`src/design/dwp_pkg.sv`:
```
// Shared types, widths and codes for the dual wheel PI drive block.
// No dependencies; every other design file imports this package.
package dwp_pkg;

  // Field widths
  localparam int POS_W     = 16;             // encoder setpoints and counts
  localparam int GAIN_W    = 8;
  localparam int DIV_W     = 8;
  localparam int DUTY_W    = 8;
  localparam int ERR_W     = POS_W + 1;      // setpoint - count
  localparam int PROD_W    = ERR_W + GAIN_W; // error * gain
  localparam int SUM_W     = POS_W + 2;      // integral + error
  localparam int QUOT_W    = POS_W + 1;      // signed integral quotient
  localparam int DRIVE_W   = PROD_W + 1;     // proportional + integral term
  localparam int DIV_STEPS = POS_W;          // one quotient bit per step
  localparam int STEP_W    = $clog2(DIV_STEPS);

  localparam int DRIVE_LIMIT = 255;

  // APB register file
  localparam int REG_IDX_W = 3;
  localparam int PADDR_W   = REG_IDX_W + 2;
  localparam int PDATA_W   = 32;

  typedef enum logic [REG_IDX_W-1:0] {
    REG_P_GAIN    = 3'd0,
    REG_I_MAX     = 3'd1,
    REG_I_MIN     = 3'd2,
    REG_I_DIVISOR = 3'd3,
    REG_I_ENABLE  = 3'd4
  } reg_idx_t;

  // Reset values
  localparam logic [GAIN_W-1:0]       RST_P_GAIN    = GAIN_W'(1);
  localparam logic signed [POS_W-1:0] RST_I_MAX     = POS_W'(1024);
  localparam logic signed [POS_W-1:0] RST_I_MIN     = -POS_W'(1024);
  localparam logic [DIV_W-1:0]        RST_I_DIVISOR = DIV_W'(16);
  localparam logic                    RST_I_ENABLE  = 1'b1;

  typedef struct packed {
    logic [GAIN_W-1:0]       p_gain;
    logic signed [POS_W-1:0] integral_max;
    logic signed [POS_W-1:0] integral_min;
    logic [DIV_W-1:0]        integral_divisor;
    logic                    integral_enable;
  } cfg_t;

  // Divider request and response
  typedef struct packed {
    logic             start;
    logic [POS_W-1:0] dividend;
    logic [DIV_W-1:0] divisor;
  } div_req_t;

  typedef struct packed {
    logic             done;
    logic [POS_W-1:0] quotient;
  } div_rsp_t;

  // Sequencer states
  typedef enum logic [2:0] {
    ST_IDLE,
    ST_ERR,
    ST_MUL,
    ST_CLAMP,
    ST_DIV,
    ST_SUM,
    ST_OUT
  } state_t;

endpackage

```
`src/design/dwp_if.sv`:
```
// Valid/ready channel interfaces for the tick word and the duty word.
// Depends on dwp_pkg for field widths.
interface dwp_in_if;
  import dwp_pkg::*;

  logic                    valid;
  logic                    ready;
  logic signed [POS_W-1:0] setpoint_left;
  logic signed [POS_W-1:0] setpoint_right;
  logic signed [POS_W-1:0] count_left;
  logic signed [POS_W-1:0] count_right;

  modport source (
    output valid, setpoint_left, setpoint_right, count_left, count_right,
    input  ready
  );
  modport sink (
    input  valid, setpoint_left, setpoint_right, count_left, count_right,
    output ready
  );
endinterface

interface dwp_out_if;
  import dwp_pkg::*;

  logic              valid;
  logic              ready;
  logic [DUTY_W-1:0] left_forward_duty;
  logic [DUTY_W-1:0] left_reverse_duty;
  logic [DUTY_W-1:0] right_forward_duty;
  logic [DUTY_W-1:0] right_reverse_duty;

  modport source (
    output valid, left_forward_duty, left_reverse_duty,
           right_forward_duty, right_reverse_duty,
    input  ready
  );
  modport sink (
    input  valid, left_forward_duty, left_reverse_duty,
           right_forward_duty, right_reverse_duty,
    output ready
  );
endinterface

```
`src/design/dwp_cfg.sv`:
```
// APB register file holding gain, integral clamps, divisor and mode.
// Depends on dwp_pkg.
module dwp_cfg (
  input  logic                          clk,
  input  logic                          rst_n,
  input  logic                          psel,
  input  logic                          penable,
  input  logic                          pwrite,
  input  logic [dwp_pkg::PADDR_W-1:0]   paddr,
  input  logic [dwp_pkg::PDATA_W-1:0]   pwdata,
  output logic [dwp_pkg::PDATA_W-1:0]   prdata,
  output logic                          pready,
  output dwp_pkg::cfg_t                 cfg
);
  import dwp_pkg::*;

  cfg_t     cfg_r, cfg_nxt;
  reg_idx_t idx;
  logic     wr_en;

  assign pready = 1'b1;
  assign idx    = reg_idx_t'(paddr[PADDR_W-1:2]);
  assign wr_en  = psel & penable & pwrite;
  assign cfg    = cfg_r;

  // Decode the write; addresses past the last register drop the word
  always_comb begin
    cfg_nxt = cfg_r;
    if (wr_en) begin
      unique case (idx)
        REG_P_GAIN:    cfg_nxt.p_gain           = pwdata[GAIN_W-1:0];
        REG_I_MAX:     cfg_nxt.integral_max     = $signed(pwdata[POS_W-1:0]);
        REG_I_MIN:     cfg_nxt.integral_min     = $signed(pwdata[POS_W-1:0]);
        REG_I_DIVISOR: cfg_nxt.integral_divisor = pwdata[DIV_W-1:0];
        REG_I_ENABLE:  cfg_nxt.integral_enable  = pwdata[0];
        default:       cfg_nxt = cfg_r;
      endcase
    end
  end

  always_ff @(posedge clk) begin
    if (!rst_n) begin
      cfg_r.p_gain           <= RST_P_GAIN;
      cfg_r.integral_max     <= RST_I_MAX;
      cfg_r.integral_min     <= RST_I_MIN;
      cfg_r.integral_divisor <= RST_I_DIVISOR;
      cfg_r.integral_enable  <= RST_I_ENABLE;
    end else begin
      cfg_r <= cfg_nxt;
    end
  end

  // Read back; signed clamps come back sign-extended
  always_comb begin
    unique case (idx)
      REG_P_GAIN:    prdata = PDATA_W'(cfg_r.p_gain);
      REG_I_MAX:     prdata = PDATA_W'($signed(cfg_r.integral_max));
      REG_I_MIN:     prdata = PDATA_W'($signed(cfg_r.integral_min));
      REG_I_DIVISOR: prdata = PDATA_W'(cfg_r.integral_divisor);
      REG_I_ENABLE:  prdata = PDATA_W'(cfg_r.integral_enable);
      default:       prdata = '0;
    endcase
  end

endmodule

```
`src/design/dwp_div.sv`:
```
// Restoring divider: unsigned integral magnitude by the 8-bit divisor,
// one quotient bit per cycle. Depends on dwp_pkg.
module dwp_div (
  input  logic              clk,
  input  logic              rst_n,
  input  dwp_pkg::div_req_t req,
  output dwp_pkg::div_rsp_t rsp
);
  import dwp_pkg::*;

  logic              busy_r, busy_nxt;
  logic              done_r, done_nxt;
  logic [STEP_W-1:0] step_r, step_nxt;
  logic [POS_W-1:0]  quo_r, quo_nxt;
  logic [DIV_W-1:0]  rem_r, rem_nxt;
  logic [DIV_W-1:0]  dsr_r, dsr_nxt;
  logic [DIV_W:0]    trial;
  logic [DIV_W:0]    diff;
  logic              fits;

  // Shift in the next dividend bit and try the subtract
  assign trial = {rem_r, quo_r[POS_W-1]};
  assign diff  = trial - {1'b0, dsr_r};
  assign fits  = ~diff[DIV_W];

  always_comb begin
    busy_nxt = busy_r;
    done_nxt = 1'b0;
    step_nxt = step_r;
    quo_nxt  = quo_r;
    rem_nxt  = rem_r;
    dsr_nxt  = dsr_r;
    if (req.start) begin
      busy_nxt = 1'b1;
      step_nxt = '0;
      quo_nxt  = req.dividend;
      rem_nxt  = '0;
      // a zero divisor divides by one
      dsr_nxt  = (req.divisor == '0) ? DIV_W'(1) : req.divisor;
    end else if (busy_r) begin
      quo_nxt  = {quo_r[POS_W-2:0], fits};
      rem_nxt  = fits ? diff[DIV_W-1:0] : trial[DIV_W-1:0];
      step_nxt = step_r + 1'b1;
      if (step_r == STEP_W'(DIV_STEPS - 1)) begin
        busy_nxt = 1'b0;
        done_nxt = 1'b1;
      end
    end
  end

  always_ff @(posedge clk) begin
    if (!rst_n) begin
      busy_r <= 1'b0;
      done_r <= 1'b0;
      step_r <= '0;
    end else begin
      busy_r <= busy_nxt;
      done_r <= done_nxt;
      step_r <= step_nxt;
    end
  end

  always_ff @(posedge clk) begin
    quo_r <= quo_nxt;
    rem_r <= rem_nxt;
    dsr_r <= dsr_nxt;
  end

  assign rsp.done     = done_r;
  assign rsp.quotient = quo_r;

endmodule

```
`src/design/dwp_ctrl.sv`:
```
// Sequencer and per-wheel datapath: error, gain product, integral clamp,
// divider hand-off, saturation and the output word register. Depends on dwp_pkg.
module dwp_ctrl (
  input  logic              clk,
  input  logic              rst_n,
  input  dwp_pkg::cfg_t     cfg,
  dwp_in_if.sink            in_chan,
  dwp_out_if.source         out_chan,
  output dwp_pkg::div_req_t div_req,
  input  dwp_pkg::div_rsp_t div_rsp
);
  import dwp_pkg::*;

  localparam logic signed [DRIVE_W-1:0] DRV_POS = DRIVE_W'(DRIVE_LIMIT);
  localparam logic signed [DRIVE_W-1:0] DRV_NEG = -DRV_POS;

  state_t state_r, state_nxt;
  logic   wheel_r, wheel_nxt;       // 0 = left, 1 = right
  logic   out_valid_r, out_valid_nxt;

  logic signed [POS_W-1:0]   integ_lf_r, integ_lf_nxt;
  logic signed [POS_W-1:0]   integ_rt_r, integ_rt_nxt;

  logic signed [POS_W-1:0]   sp_lf_r, sp_lf_nxt, sp_rt_r, sp_rt_nxt;
  logic signed [POS_W-1:0]   cnt_lf_r, cnt_lf_nxt, cnt_rt_r, cnt_rt_nxt;
  logic signed [ERR_W-1:0]   err_r, err_nxt;
  logic signed [PROD_W-1:0]  prod_r, prod_nxt;
  logic signed [SUM_W-1:0]   sum_r, sum_nxt;
  logic                      qneg_r, qneg_nxt;
  logic signed [QUOT_W-1:0]  quot_r, quot_nxt;
  logic [DUTY_W-1:0]         lf_fwd_r, lf_fwd_nxt, lf_rev_r, lf_rev_nxt;
  logic [DUTY_W-1:0]         rt_fwd_r, rt_fwd_nxt, rt_rev_r, rt_rev_nxt;
  logic [DUTY_W-1:0]         o_lf_fwd_r, o_lf_fwd_nxt, o_lf_rev_r, o_lf_rev_nxt;
  logic [DUTY_W-1:0]         o_rt_fwd_r, o_rt_fwd_nxt, o_rt_rev_r, o_rt_rev_nxt;

  logic signed [POS_W-1:0]   sp_sel, cnt_sel, integ_sel;
  logic signed [SUM_W-1:0]   clamp_hi, clamp_lo;
  logic signed [POS_W-1:0]   clamp;
  logic [POS_W-1:0]          clamp_mag;
  logic signed [QUOT_W-1:0]  quot_mag;
  logic signed [DRIVE_W-1:0] drive, drive_neg;
  logic [DUTY_W-1:0]         duty_fwd, duty_rev;
  logic                      in_fire;

  assign in_chan.ready = (state_r == ST_IDLE);
  assign in_fire       = in_chan.valid & in_chan.ready;

  // Pick the operands of the wheel being worked on
  assign sp_sel    = wheel_r ? sp_rt_r    : sp_lf_r;
  assign cnt_sel   = wheel_r ? cnt_rt_r   : cnt_lf_r;
  assign integ_sel = wheel_r ? integ_rt_r : integ_lf_r;

  // Clamp: the upper limit wins over the lower one
  assign clamp_hi = SUM_W'($signed(cfg.integral_max));
  assign clamp_lo = SUM_W'($signed(cfg.integral_min));
  always_comb begin
    priority if (sum_r > clamp_hi) begin
      clamp = cfg.integral_max;
    end else if (sum_r < clamp_lo) begin
      clamp = cfg.integral_min;
    end else begin
      clamp = $signed(sum_r[POS_W-1:0]);
    end
  end
  assign clamp_mag = clamp[POS_W-1] ? (~clamp + 1'b1) : clamp;

  // Quotient truncates toward zero: divide magnitude, restore sign
  assign quot_mag = $signed({1'b0, div_rsp.quotient});

  // Drive and saturation to the duty pair
  assign drive     = DRIVE_W'(prod_r) + DRIVE_W'(quot_r);
  assign drive_neg = -drive;
  always_comb begin
    if (!drive[DRIVE_W-1] && (drive != '0)) begin
      duty_fwd = (drive > DRV_POS) ? DUTY_W'(DRIVE_LIMIT) : drive[DUTY_W-1:0];
      duty_rev = '0;
    end else begin
      duty_fwd = '0;
      duty_rev = (drive < DRV_NEG) ? DUTY_W'(DRIVE_LIMIT) : drive_neg[DUTY_W-1:0];
    end
  end

  // Divider launch
  always_comb begin
    div_req.start    = (state_r == ST_CLAMP) & cfg.integral_enable;
    div_req.dividend = clamp_mag;
    div_req.divisor  = cfg.integral_divisor;
  end

  // Sequencer
  always_comb begin
    state_nxt     = state_r;
    wheel_nxt     = wheel_r;
    out_valid_nxt = out_valid_r & ~out_chan.ready;
    integ_lf_nxt  = integ_lf_r;
    integ_rt_nxt  = integ_rt_r;
    sp_lf_nxt     = sp_lf_r;
    sp_rt_nxt     = sp_rt_r;
    cnt_lf_nxt    = cnt_lf_r;
    cnt_rt_nxt    = cnt_rt_r;
    err_nxt       = err_r;
    prod_nxt      = prod_r;
    sum_nxt       = sum_r;
    qneg_nxt      = qneg_r;
    quot_nxt      = quot_r;
    lf_fwd_nxt    = lf_fwd_r;
    lf_rev_nxt    = lf_rev_r;
    rt_fwd_nxt    = rt_fwd_r;
    rt_rev_nxt    = rt_rev_r;
    o_lf_fwd_nxt  = o_lf_fwd_r;
    o_lf_rev_nxt  = o_lf_rev_r;
    o_rt_fwd_nxt  = o_rt_fwd_r;
    o_rt_rev_nxt  = o_rt_rev_r;

    unique case (state_r)
      ST_IDLE: begin
        // take the tick word, start with the left wheel
        if (in_fire) begin
          sp_lf_nxt  = in_chan.setpoint_left;
          sp_rt_nxt  = in_chan.setpoint_right;
          cnt_lf_nxt = in_chan.count_left;
          cnt_rt_nxt = in_chan.count_right;
          wheel_nxt  = 1'b0;
          state_nxt  = ST_ERR;
        end
      end
      ST_ERR: begin
        err_nxt   = ERR_W'(sp_sel) - ERR_W'(cnt_sel);
        state_nxt = ST_MUL;
      end
      ST_MUL: begin
        prod_nxt  = PROD_W'(err_r) * $signed({1'b0, cfg.p_gain});
        sum_nxt   = SUM_W'(integ_sel) + SUM_W'(err_r);
        state_nxt = ST_MUL == state_r ? ST_CLAMP : ST_MUL;
      end
      ST_CLAMP: begin
        if (cfg.integral_enable) begin
          if (wheel_r) begin
            integ_rt_nxt = clamp;
          end else begin
            integ_lf_nxt = clamp;
          end
          qneg_nxt  = clamp[POS_W-1];
          state_nxt = ST_DIV;
        end else begin
          quot_nxt  = '0;
          state_nxt = ST_SUM;
        end
      end
      ST_DIV: begin
        if (div_rsp.done) begin
          quot_nxt  = qneg_r ? -quot_mag : quot_mag;
          state_nxt = ST_SUM;
        end
      end
      ST_SUM: begin
        if (wheel_r) begin
          rt_fwd_nxt = duty_fwd;
          rt_rev_nxt = duty_rev;
          state_nxt  = ST_OUT;
        end else begin
          lf_fwd_nxt = duty_fwd;
          lf_rev_nxt = duty_rev;
          wheel_nxt  = 1'b1;
          state_nxt  = ST_ERR;
        end
      end
      ST_OUT: begin
        // hold until the output register is free
        if (!out_valid_r || out_chan.ready) begin
          o_lf_fwd_nxt  = lf_fwd_r;
          o_lf_rev_nxt  = lf_rev_r;
          o_rt_fwd_nxt  = rt_fwd_r;
          o_rt_rev_nxt  = rt_rev_r;
          out_valid_nxt = 1'b1;
          state_nxt     = ST_IDLE;
        end
      end
      default: state_nxt = ST_IDLE;
    endcase
  end

  always_ff @(posedge clk) begin
    if (!rst_n) begin
      state_r     <= ST_IDLE;
      wheel_r     <= 1'b0;
      out_valid_r <= 1'b0;
      integ_lf_r  <= '0;
      integ_rt_r  <= '0;
    end else begin
      state_r     <= state_nxt;
      wheel_r     <= wheel_nxt;
      out_valid_r <= out_valid_nxt;
      integ_lf_r  <= integ_lf_nxt;
      integ_rt_r  <= integ_rt_nxt;
    end
  end

  always_ff @(posedge clk) begin
    sp_lf_r    <= sp_lf_nxt;
    sp_rt_r    <= sp_rt_nxt;
    cnt_lf_r   <= cnt_lf_nxt;
    cnt_rt_r   <= cnt_rt_nxt;
    err_r      <= err_nxt;
    prod_r     <= prod_nxt;
    sum_r      <= sum_nxt;
    qneg_r     <= qneg_nxt;
    quot_r     <= quot_nxt;
    lf_fwd_r   <= lf_fwd_nxt;
    lf_rev_r   <= lf_rev_nxt;
    rt_fwd_r   <= rt_fwd_nxt;
    rt_rev_r   <= rt_rev_nxt;
    o_lf_fwd_r <= o_lf_fwd_nxt;
    o_lf_rev_r <= o_lf_rev_nxt;
    o_rt_fwd_r <= o_rt_fwd_nxt;
    o_rt_rev_r <= o_rt_rev_nxt;
  end

  assign out_chan.valid              = out_valid_r;
  assign out_chan.left_forward_duty  = o_lf_fwd_r;
  assign out_chan.left_reverse_duty  = o_lf_rev_r;
  assign out_chan.right_forward_duty = o_rt_fwd_r;
  assign out_chan.right_reverse_duty = o_rt_rev_r;

endmodule

```
`src/design/dual_wheel_pi_pwm_drive_core.sv`:
```
// Top level of the dual wheel PI drive: register file, sequencer, divider.
// Depends on dwp_pkg, dwp_if, dwp_cfg, dwp_div and dwp_ctrl.
//
// Usage:
//   in_chan  carries one control tick word: left/right setpoints and encoder
//            counts. out_chan carries the four PWM compare values of that tick.
//   APB port (psel .. pready) holds gain, integral clamps, divisor and mode;
//            write it only while the block is idle.
// Timing:
//   One tick word is worked at a time, left wheel then right wheel. Each wheel
//   runs through the single shared restoring divider (16 steps) when integral
//   mode is on; with it off the divider is skipped. The next tick word is taken
//   only once the duty word of the last one is in the output register.
// Reset (rst_n low, synchronous) restores the register defaults, clears both
// integrals and empties the output register. A stalled receiver keeps the duty
// word held; the next tick is still taken and worked, and its result waits
// in the sequencer until the output register frees up.
module dual_wheel_pi_pwm_drive_core (
  input  logic                        clk,
  input  logic                        rst_n,
  dwp_in_if.sink                      in_chan,
  dwp_out_if.source                   out_chan,
  input  logic                        psel,
  input  logic                        penable,
  input  logic                        pwrite,
  input  logic [dwp_pkg::PADDR_W-1:0] paddr,
  input  logic [dwp_pkg::PDATA_W-1:0] pwdata,
  output logic [dwp_pkg::PDATA_W-1:0] prdata,
  output logic                        pready
);
  import dwp_pkg::*;

  cfg_t     cfg;
  div_req_t div_req;
  div_rsp_t div_rsp;

  dwp_cfg u_cfg (
    .clk     (clk),
    .rst_n   (rst_n),
    .psel    (psel),
    .penable (penable),
    .pwrite  (pwrite),
    .paddr   (paddr),
    .pwdata  (pwdata),
    .prdata  (prdata),
    .pready  (pready),
    .cfg     (cfg)
  );

  dwp_div u_div (
    .clk   (clk),
    .rst_n (rst_n),
    .req   (div_req),
    .rsp   (div_rsp)
  );

  dwp_ctrl u_ctrl (
    .clk      (clk),
    .rst_n    (rst_n),
    .cfg      (cfg),
    .in_chan  (in_chan),
    .out_chan (out_chan),
    .div_req  (div_req),
    .div_rsp  (div_rsp)
  );

endmodule

```
`src/flat_wrapper.sv`:
```
// flat-port wrapper written by rule: the top's interface ports become plain ports
module dual_wheel_pi_pwm_drive_core_flat import dwp_pkg::*;
  (clk, rst_n, psel, penable, pwrite, paddr, pwdata, prdata, pready, in_chan_valid, in_chan_setpoint_left, in_chan_setpoint_right, in_chan_count_left, in_chan_count_right, in_chan_ready, out_chan_valid, out_chan_left_forward_duty, out_chan_left_reverse_duty, out_chan_right_forward_duty, out_chan_right_reverse_duty, out_chan_ready);
  dwp_in_if in_chan_i ();
  dwp_out_if out_chan_i ();
  input  logic clk;
  input  logic rst_n;
  input  logic psel;
  input  logic penable;
  input  logic pwrite;
  input  logic [dwp_pkg::PADDR_W-1:0] paddr;
  input  logic [dwp_pkg::PDATA_W-1:0] pwdata;
  output logic [dwp_pkg::PDATA_W-1:0] prdata;
  output logic pready;
  input wire logic [$bits(in_chan_i.valid)-1:0] in_chan_valid;
  input wire logic [$bits(in_chan_i.setpoint_left)-1:0] in_chan_setpoint_left;
  input wire logic [$bits(in_chan_i.setpoint_right)-1:0] in_chan_setpoint_right;
  input wire logic [$bits(in_chan_i.count_left)-1:0] in_chan_count_left;
  input wire logic [$bits(in_chan_i.count_right)-1:0] in_chan_count_right;
  output wire logic [$bits(in_chan_i.ready)-1:0] in_chan_ready;
  output wire logic [$bits(out_chan_i.valid)-1:0] out_chan_valid;
  output wire logic [$bits(out_chan_i.left_forward_duty)-1:0] out_chan_left_forward_duty;
  output wire logic [$bits(out_chan_i.left_reverse_duty)-1:0] out_chan_left_reverse_duty;
  output wire logic [$bits(out_chan_i.right_forward_duty)-1:0] out_chan_right_forward_duty;
  output wire logic [$bits(out_chan_i.right_reverse_duty)-1:0] out_chan_right_reverse_duty;
  input wire logic [$bits(out_chan_i.ready)-1:0] out_chan_ready;
  assign in_chan_i.valid = in_chan_valid;
  assign in_chan_i.setpoint_left = in_chan_setpoint_left;
  assign in_chan_i.setpoint_right = in_chan_setpoint_right;
  assign in_chan_i.count_left = in_chan_count_left;
  assign in_chan_i.count_right = in_chan_count_right;
  assign in_chan_ready = in_chan_i.ready;
  assign out_chan_valid = out_chan_i.valid;
  assign out_chan_left_forward_duty = out_chan_i.left_forward_duty;
  assign out_chan_left_reverse_duty = out_chan_i.left_reverse_duty;
  assign out_chan_right_forward_duty = out_chan_i.right_forward_duty;
  assign out_chan_right_reverse_duty = out_chan_i.right_reverse_duty;
  assign out_chan_i.ready = out_chan_ready;
  dual_wheel_pi_pwm_drive_core u_core (.clk(clk), .rst_n(rst_n), .in_chan(in_chan_i), .out_chan(out_chan_i), .psel(psel), .penable(penable), .pwrite(pwrite), .paddr(paddr), .pwdata(pwdata), .prdata(prdata), .pready(pready));
endmodule
```
`config.mk`:
```
export PLATFORM = sky130hd
export DESIGN_NAME = dual_wheel_pi_pwm_drive_core_flat
export DESIGN_NICKNAME = d
export VERILOG_FILES = /design/src/design/dwp_pkg.sv /design/src/design/dwp_if.sv /design/src/design/dwp_cfg.sv /design/src/design/dwp_div.sv /design/src/design/dwp_ctrl.sv /design/src/design/dual_wheel_pi_pwm_drive_core.sv /design/src/flat_wrapper.sv
export SDC_FILE = /design/constraint.sdc
export NUM_CORES = 1
export LEC_CHECK = 0
export BUFFER_PORTS_ARGS = -buffer_cell sky130_fd_sc_hd__buf_4
export CORE_UTILIZATION = 35
export DETAILED_ROUTE_END_ITERATION = 12
export GPL_ROUTABILITY_DRIVEN = 0
export PLACE_DENSITY_LB_ADDON = 0.1
export SLEW_MARGIN = 20
export SYNTH_ARGS = -nofsm -noshare
export SYNTH_HDL_FRONTEND = slang
export SYNTH_SLANG_ARGS = --single-unit
```
`constraint.sdc`:
```
create_clock -name clk -period 10 [get_ports clk]
set_input_delay 1 -clock clk [delete_from_list [all_inputs] [get_ports clk]]
set_output_delay 1 -clock clk [all_outputs]
set_load 0.05 [all_outputs]
```
==> results of run 1 <==
-- power by group through the flow --
stage	registers [mW]	clock network (mW)	logic, mW
floorplan	1.65	0	0.645
global placement	1.69	0	0.835
detailed placement	1.70	0	0.851
CTS	1.67	1.40	0.857
global route	1.68	1.44	0.956
finish	1.67	1.35	0.846
-- kinds of logic (layout without fill, tap and decap cells) --
family                   after synthesis  in the layout  share of synthesized area (%)
adder cells (fa/ha/maj)              265            265                           18.6
other                                  1              1                         0.0169
AO/OA/AOI/OAI                        377            377                           11.3
multiplexers                         109            109                           5.63
AND/OR/NAND/NOR                      641            641                           14.2
flip-flops                           330            330                           40.1
buffers and inverters                330            478                           6.02
XOR/XNOR                             104            104                           4.10
-- registers in the layout, indices dropped and copies added (netlist names), 17 cells and up --
register              count
u_core.u_ctrl.err_r      17
u_core.u_ctrl.quot_r     17
u_core.u_ctrl.prod_r     25
u_core.u_cfg.cfg         49
u_core.u_ctrl.sum_r      18
-- layout by cell type, fill, tap and decap left out, types with 6 or more instances in the layout --
master | netlist | layout
nand2_1 | 253 | 253
inv_1 | 237 | 237
edfxtp_1 | 230 | 230
buf_4 | 21 | 171
ha_1 | 155 | 155
fa_1 | 110 | 110
and2_1 | 110 | 109
nor2_1 | 106 | 106
dfxtp_1 | 100 | 99
o21ai_0 | 85 | 85
a21oi_1 | 82 | 82
xnor2_1 | 62 | 61
mux2i_1 | 61 | 61
a21boi_0 | 44 | 44
xor2_1 | 42 | 42
nor2b_1 | 41 | 40
clkbuf_16 | 0 | 38
mux2_2 | 36 | 36
a21o_1 | 29 | 29
nand3_1 | 22 | 22
nor3_1 | 21 | 20
o21a_1 | 15 | 15
nand2b_1 | 15 | 15
o211ai_1 | 15 | 15
and3_1 | 15 | 15
a211oi_1 | 14 | 14
o21ai_1 | 13 | 13
a31oi_1 | 10 | 10
nand4_1 | 9 | 9
clkinv_1 | 0 | 9
clkbuf_1 | 64 | 9
a22oi_1 | 8 | 8
and4_1 | 7 | 7
mux4_2 | 7 | 7
or3_1 | 6 | 6
o21bai_1 | 6 | 6
or2_2 | 6 | 6
o31ai_1 | 6 | 6
-- layer usage --
layer	up-vias	wire length, um	GRT usage [%]
met2	199	24800	27.7
met3	65	1640	2.30
li1	7618	-	-
met5	-	0	0
met1	7254	24900	22.4
met4	0	1030	4.04
-- per-stage QoR --
step	area, sq um	hold slack (ns)	instances	setup slack (ns)
finish	25300	0.418	3142	3.88
detailed placement	24100	0.405	3072	3.87
floorplan	22200	0.400	2157	4.49
CTS	25300	0.419	3142	3.85
global placement	24100	0.401	3072	3.89
global route	25300	0.423	3142	3.46
-- area by class of cell --
type                            instances  area [sq um]
Fill cell                            6155         36800
Multi-Input combinational cell       1497         12000
Sequential cell                       330          8910
Timing Repair Buffer                  171          1280
Tap cell                              837          1050
Clock buffer                           47           985
Inverter                              237           890
Clock inverter                         23           216
-- worst paths after layout --
path,startpoint,endpoint,slack (ns)
worst max-delay path,u_core.u_cfg.cfg[43]$_SDFFE_PN0P_,u_core.u_ctrl.prod_r[22]$_DFFE_PP_,3.88
worst min-delay path,u_core.u_ctrl.rt_fwd_r[5]$_DFFE_PP_,u_core.u_ctrl.out_chan.right_forward_duty[5]$_DFFE_PP_,0.42
worst min register to register,u_core.u_ctrl.rt_fwd_r[5]$_DFFE_PP_,u_core.u_ctrl.out_chan.right_forward_duty[5]$_DFFE_PP_,0.42
worst max register to register,u_core.u_cfg.cfg[43]$_SDFFE_PN0P_,u_core.u_ctrl.prod_r[22]$_DFFE_PP_,3.88
==> qor.csv, run 1 <==
stage,metric,value,unit
timing,"Setup violations, final",0,
clocking,hold buffer count at CTS,0,
power_and_ir_drop,Psw,1.16,mW
setup_path,crit end category,register,
logic_synthesis,Synth top area share,31.1,%
route,total number of vias,15100,
die,die width,254,um
cells_and_area,"Area growth, synth to finish",14.1,%
logic_synthesis,"top cells by area, synth","edfxtp_1, fa_1, dfxtp_1",
setup_path,crit-path cells,"nand2_1, fa_1, inv_1, fa_1, ha_1, inv_1, fa_1, inv_1, fa_1, a21o_1, a21oi_1, o21ai_0, a2111o_1, and3_1, o21a_1, o21ai_0, a31oi_1, a21oi_1, nor2b_1, xnor2_1",
die,Core Rows,91,
power_and_ir_drop,overall power,3.86,mW
setup_path,"delay-heaviest family, CP",adder cells,
setup_path,Worst setup SP type,register,
logic_synthesis,Post-Syn Area,22200,sq um
clocking,Worst-path clk slew,0.06,ns
setup_path,slowest CP cell,dfxtp_1,
die,die area,64500,sq um
timing,Slew headroom,29.8,%
placement,Final HPWL DP,40100,um
power_and_ir_drop,Max IR drop VDD,0.000102,V
power_and_ir_drop,Clk network pwr share,34.9,%
setup_path,Critical Path Stages,20,
cells_and_area,layout cells sized above 1,13.1,%
power_and_ir_drop,Power Internal,2.69,mW
hold_path,Hold Path Class,register to register,
logic_synthesis,Post-Syn Instances,2157,
route,1st-iter DRT viols,640,
grt,Global Route Usage Sum,16.5,%
timing,RSZ-0062 raised after global routing,false,
logic_synthesis,predominant post-synthesis flop cell,edfxtp_1,
setup_path,Register-to-Register Path Depth,20,
power_and_ir_drop,Static Leakage,10.6,nW
logic_synthesis,"top cells by count, synth","nand2_1, inv_1, edfxtp_1, ha_1",
setup_path,"Arr. time, crit path",6.43,ns
die,core box area,62200,sq um
power_and_ir_drop,switching part of the total power,30.2,%
grt,largest net degree at the start of global routing,89,
grt,vias in the first global route,15400,
grt,initial antenna violation count,1,
timing,fin crit share,61.2,%
logic_synthesis,count of cell types in the netlist,90,
logic_synthesis,Synth area leader,edfxtp_1,
power_and_ir_drop,combinational share of power,21.9,%
route,1st-pass router iterations,4,
timing,fmax,0.163,GHz
die,die height,254,um
route,Vias/cell,4.82,
setup_path,"critical path fanouts, max",19,
route,wire length per cell,16.6,um
setup_path,CP peak stage delay,0.88,ns
clocking,CTS max path bufs,3,
logic_synthesis,ys async rst share,0,%
power_and_ir_drop,Reg power frac,43.2,%
setup_path,Worst Path Required,10.31,ns
hold_path,hold path cells,0,
die,Boundary Pins,175,
logic_synthesis,sequential cell area fraction in the yosys report,40.1,%
route,Routed WL,52300,um
clocking,root buf cell,clkbuf_16,
route,Post-DRT Antenna Nets,0,
grt,total gr overflow,0,
timing,Setup TNS,0,ns
logic_synthesis,Yosys reg bits,330,
clocking,CTS Buf Count,38,
die,Starting Density,35.7,%
outcome,status,"finished, final reports clean",
power_and_ir_drop,PwrDens,152,nW/um^2
clocking,CTS tree,yes,
timing,Pins Over Slew Limit,0,
clocking,post-CTS setup buffer count,0,
placement,# port buffers,155,
flow_run,Max Cap Viol,0,
cells_and_area,ANT cells,0,
logic_synthesis,Yosys warnings,0,
timing,Max Clock Skew,0.0250,ns
route,# DRC,0,
timing,final hold vios,0,
cells_and_area,Nets,2648,
logic_synthesis,"count leader, synth",nand2_1,
clocking,H-tree levels,2,
timing,Final min period,6.12,ns
grt,global-route wire length before repair,83800,um
setup_path,cell mode on critical path,fa_1,
setup_path,CP Class,register to register,
clocking,Worst-Skew Late Latency,0.57,ns
cells_and_area,final core utilization,40.8,%
logic_synthesis,"Net Count, Synth",2530,
logic_synthesis,Post-synth EDFFs,230,
timing,worst slew pin tran,1.05,ns
clocking,post_cts resized,0,
clocking,CTS sink cnt,330,
setup_path,WP buf/inv,3,
logic_synthesis,Avg Synthesized Cell Area,10.3,sq um
(Power assumes the default switching activity.)
==> inputs of run 2 (changes only) <==
==> constraint.sdc (replaced) <==
create_clock -name clk -period 5 [get_ports clk]
set_input_delay 0.5 -clock clk [delete_from_list [all_inputs] [get_ports clk]]
set_output_delay 0.5 -clock clk [all_outputs]
set_load 0.05 [all_outputs]
==> qor.csv, run 2 (same netlist as run 1, synthesis figures left out) <==
stage,metric,value,unit,change
outcome,status,finished with violations,,
outcome,failing checks,setup timing,,
clocking,hold buffer count at CTS,0,,unchanged
route,Vias/cell,4.79,,-0.53%
cells_and_area,"commonest non-fill, non-tap cell in the layout",buf_4,,
clocking,H-tree levels,2,,unchanged
cells_and_area,Final Non-Filler Cells,3256,,+3.6%
setup_path,Register-to-Register Path Depth,21,,+5.0%
die,core box area,62200,sq um,unchanged
setup_path,Reg-to-Reg Start,u_core.u_ctrl.err_r[2]$_DFFE_PP_,,
setup_path,WP buf/inv,3,,unchanged
cells_and_area,max FFs per register,49,,unchanged
timing,Max Clock Skew,0.0252,ns,+0.000178 ns
clocking,Worst-Skew Late Latency,0.57,ns,about the same
timing,Slew headroom,38.5,%,+8.7 points
timing,fin crit share,102,%,+41 points
route,wire length per cell,16.5,um,-0.67%
grt,global-route wire length before repair,85200,um,+1.7%
route,Routed WL,53800,um,+2.9%
power_and_ir_drop,Max IR drop VDD,0.000211,V,+110%
timing,"Setup violations, final",5,,+5
timing,Hold WS,0.117,ns,-0.301 ns
setup_path,Worst setup SP type,register,,
clocking,root buf cell,clkbuf_16,,
route,Post-DRT Antenna Nets,0,,unchanged
placement,placed cell count,3161,,+2.9%
hold_path,Hold Path Class,input pin to register,,
placement,Final HPWL DP,42100,um,+5.0%
hold_path,hold path startpoint,in_chan_setpoint_left[12],,
setup_path,CP Class,register to register,,
grt,Global Route Usage Sum,16.9,%,+0.37 points
timing,final hold vios,0,,unchanged
timing,fmax,0.196,GHz,+20%
clocking,CTS max path bufs,3,,unchanged
timing,RSZ-0062 raised after global routing,true,,
setup_path,Worst Path Required,5.30,ns,-5.01 ns
setup_path,"delay-heaviest family, CP",adder cells,,
cells_and_area,"commonest non-fill, non-tap cells in the layout","buf_4, nand2_1, inv_1, edfxtp_1, ha_1",,
grt,total gr overflow,0,,unchanged
die,die height,254,um,unchanged
route,# DRC,0,,unchanged
clocking,CTS tree,yes,,
cells_and_area,layout cells sized above 1,19.3,%,+6.2 points
setup_path,crit-path cells,"buf_4, and2_4, fa_2, ha_4, ha_1, inv_1, fa_1, inv_1, ha_2, fa_2, a21o_1, a21oi_4, o21ai_2, a2111o_1, and3_4, o21a_1, o21ai_4, a31oi_4, a21oi_2, nor2b_2, xnor2_1",,
cells_and_area,Fillers,6032,,-2.0%
placement,# port buffers,155,,unchanged
die,Starting Density,35.7,%,unchanged
hold_path,Hold Path Sink,u_core.u_ctrl.sp_lf_r[12]$_DFFE_PP_,,
route,1st-iter DRT viols,626,,-2.2%
die,die area,64500,sq um,unchanged
die,die width,254,um,unchanged
setup_path,flop-to-flop setup slack,-0.11,ns,-3.99 ns
flow_run,Max Cap Viol,0,,unchanged
cells_and_area,Nets,2760,,+4.2%
timing,final worst slack,-0.106,ns,-3.99 ns
route,total number of vias,15600,,+3.1%
route,1st-pass router iterations,5,,+1
die,Core Rows,91,,unchanged
cells_and_area,final core utilization,42.7,%,+2.0 points
clocking,CTS sink cnt,330,,unchanged
setup_path,CP peak stage delay,0.55,ns,-0.33 ns
timing,Pins Over Slew Limit,0,,unchanged
power_and_ir_drop,PwrDens,309,nW/um^2,+100%
setup_path,capture point of the worst reg-to-reg path,u_core.u_ctrl.prod_r[22]$_DFFE_PP_,,
clocking,Worst-path clk slew,0.06,ns,about the same
clocking,CTS Buf Count,41,,+7.9%
grt,vias in the first global route,15700,,+2.2%
power_and_ir_drop,Static Leakage,11.2,nW,+6.1%
setup_path,"Arr. time, crit path",5.41,ns,-1.02 ns
setup_path,crit end category,register,,
timing,worst slew pin tran,0.913,ns,-0.141 ns
setup_path,"critical path fanouts, max",8,,-11
grt,initial antenna violation count,0,,-1
hold_path,hold path cells,1,,+1
cells_and_area,ANT cells,0,,unchanged
setup_path,slowest CP cell,edfxtp_1,,
die,Boundary Pins,175,,unchanged
cells_and_area,"Area growth, synth to finish",19.6,%,
timing,Final min period,5.11,ns,-1.01 ns
grt,largest net degree at the start of global routing,89,,unchanged
-- run 2: worst max path at each step --
stage	endpoint	cells past startpoint	slack [ns]	startpoint
finish	u_core.u_ctrl.prod_r[22]$_DFFE_PP_	21	-0.11	u_core.u_ctrl.err_r[2]$_DFFE_PP_
global route	u_core.u_ctrl.prod_r[22]$_DFFE_PP_	20	-0.25	u_core.u_ctrl.err_r[3]$_DFFE_PP_
CTS	u_core.u_ctrl.prod_r[22]$_DFFE_PP_	20	-0.12	u_core.u_ctrl.err_r[4]$_DFFE_PP_
detailed placement	u_core.u_ctrl.prod_r[24]$_DFFE_PP_	21	-0.31	u_core.u_ctrl.err_r[2]$_DFFE_PP_
global placement	u_core.u_ctrl.prod_r[22]$_DFFE_PP_	21	-0.25	u_core.u_ctrl.err_r[2]$_DFFE_PP_
floorplan	u_core.u_ctrl.prod_r[22]$_DFFE_PP_	23	0.04	u_core.u_cfg.cfg[43]$_SDFFE_PN0P_
-- run 2: power by group --
| group | total [mW] | leakage (nW) | internal, mW | switching (mW) |
|---|---|---|---|---|
| registers | 3.30 | 2.91 | 3.16 | 0.145 |
| logic | 1.87 | 7.63 | 0.821 | 1.05 |
| clock network | 3.02 | 0.677 | 1.83 | 1.19 |
-- run 2: cell type report --
| type | count | area, sq um | area share (%) |
|---|---|---|---|
| clock inverters | 19 | 243 | 0.914 |
| inverters | 237 | 890 | 3.35 |
| well taps | 837 | 1050 | 3.94 |
| multi-input cells | 1497 | 12200 | 45.9 |
| repair buffers | 280 | 2140 | 8.04 |
| clock buffers | 56 | 1140 | 4.31 |
| flip-flops and latches | 330 | 8920 | 33.6 |
-- run 2: repair_timing --
item                                    CTS  global route
endpoints found under the setup margin    9            10
pin swaps                                34            23
gates resized for setup                  43            14
buffers inserted                         13             9
-- run 2: through the flow --
step	worst slack, ns	setup TNS [ns]	instance area (sq um)	total power, mW
final	-0.106	-0.316	26600	8.20
after global routing	-0.251	-1.56	26600	8.67
after CTS	-0.120	-0.308	26500	8.31
after detailed placement	-0.307	-1.50	24800	5.20
after global placement	-0.248	-1.06	24800	5.17
after floorplan	0.0376	0	22300	4.60
-- run 2: per-layer routing --
metal  up-vias  GRT usage, %  part of all wire, %
met5         -             0                    0
met3        66          2.21                  3.4
met4         0          4.89                  2.3
li1       7862             -                    -
met2       241          28.1                   47
met1      7433          22.9                   47
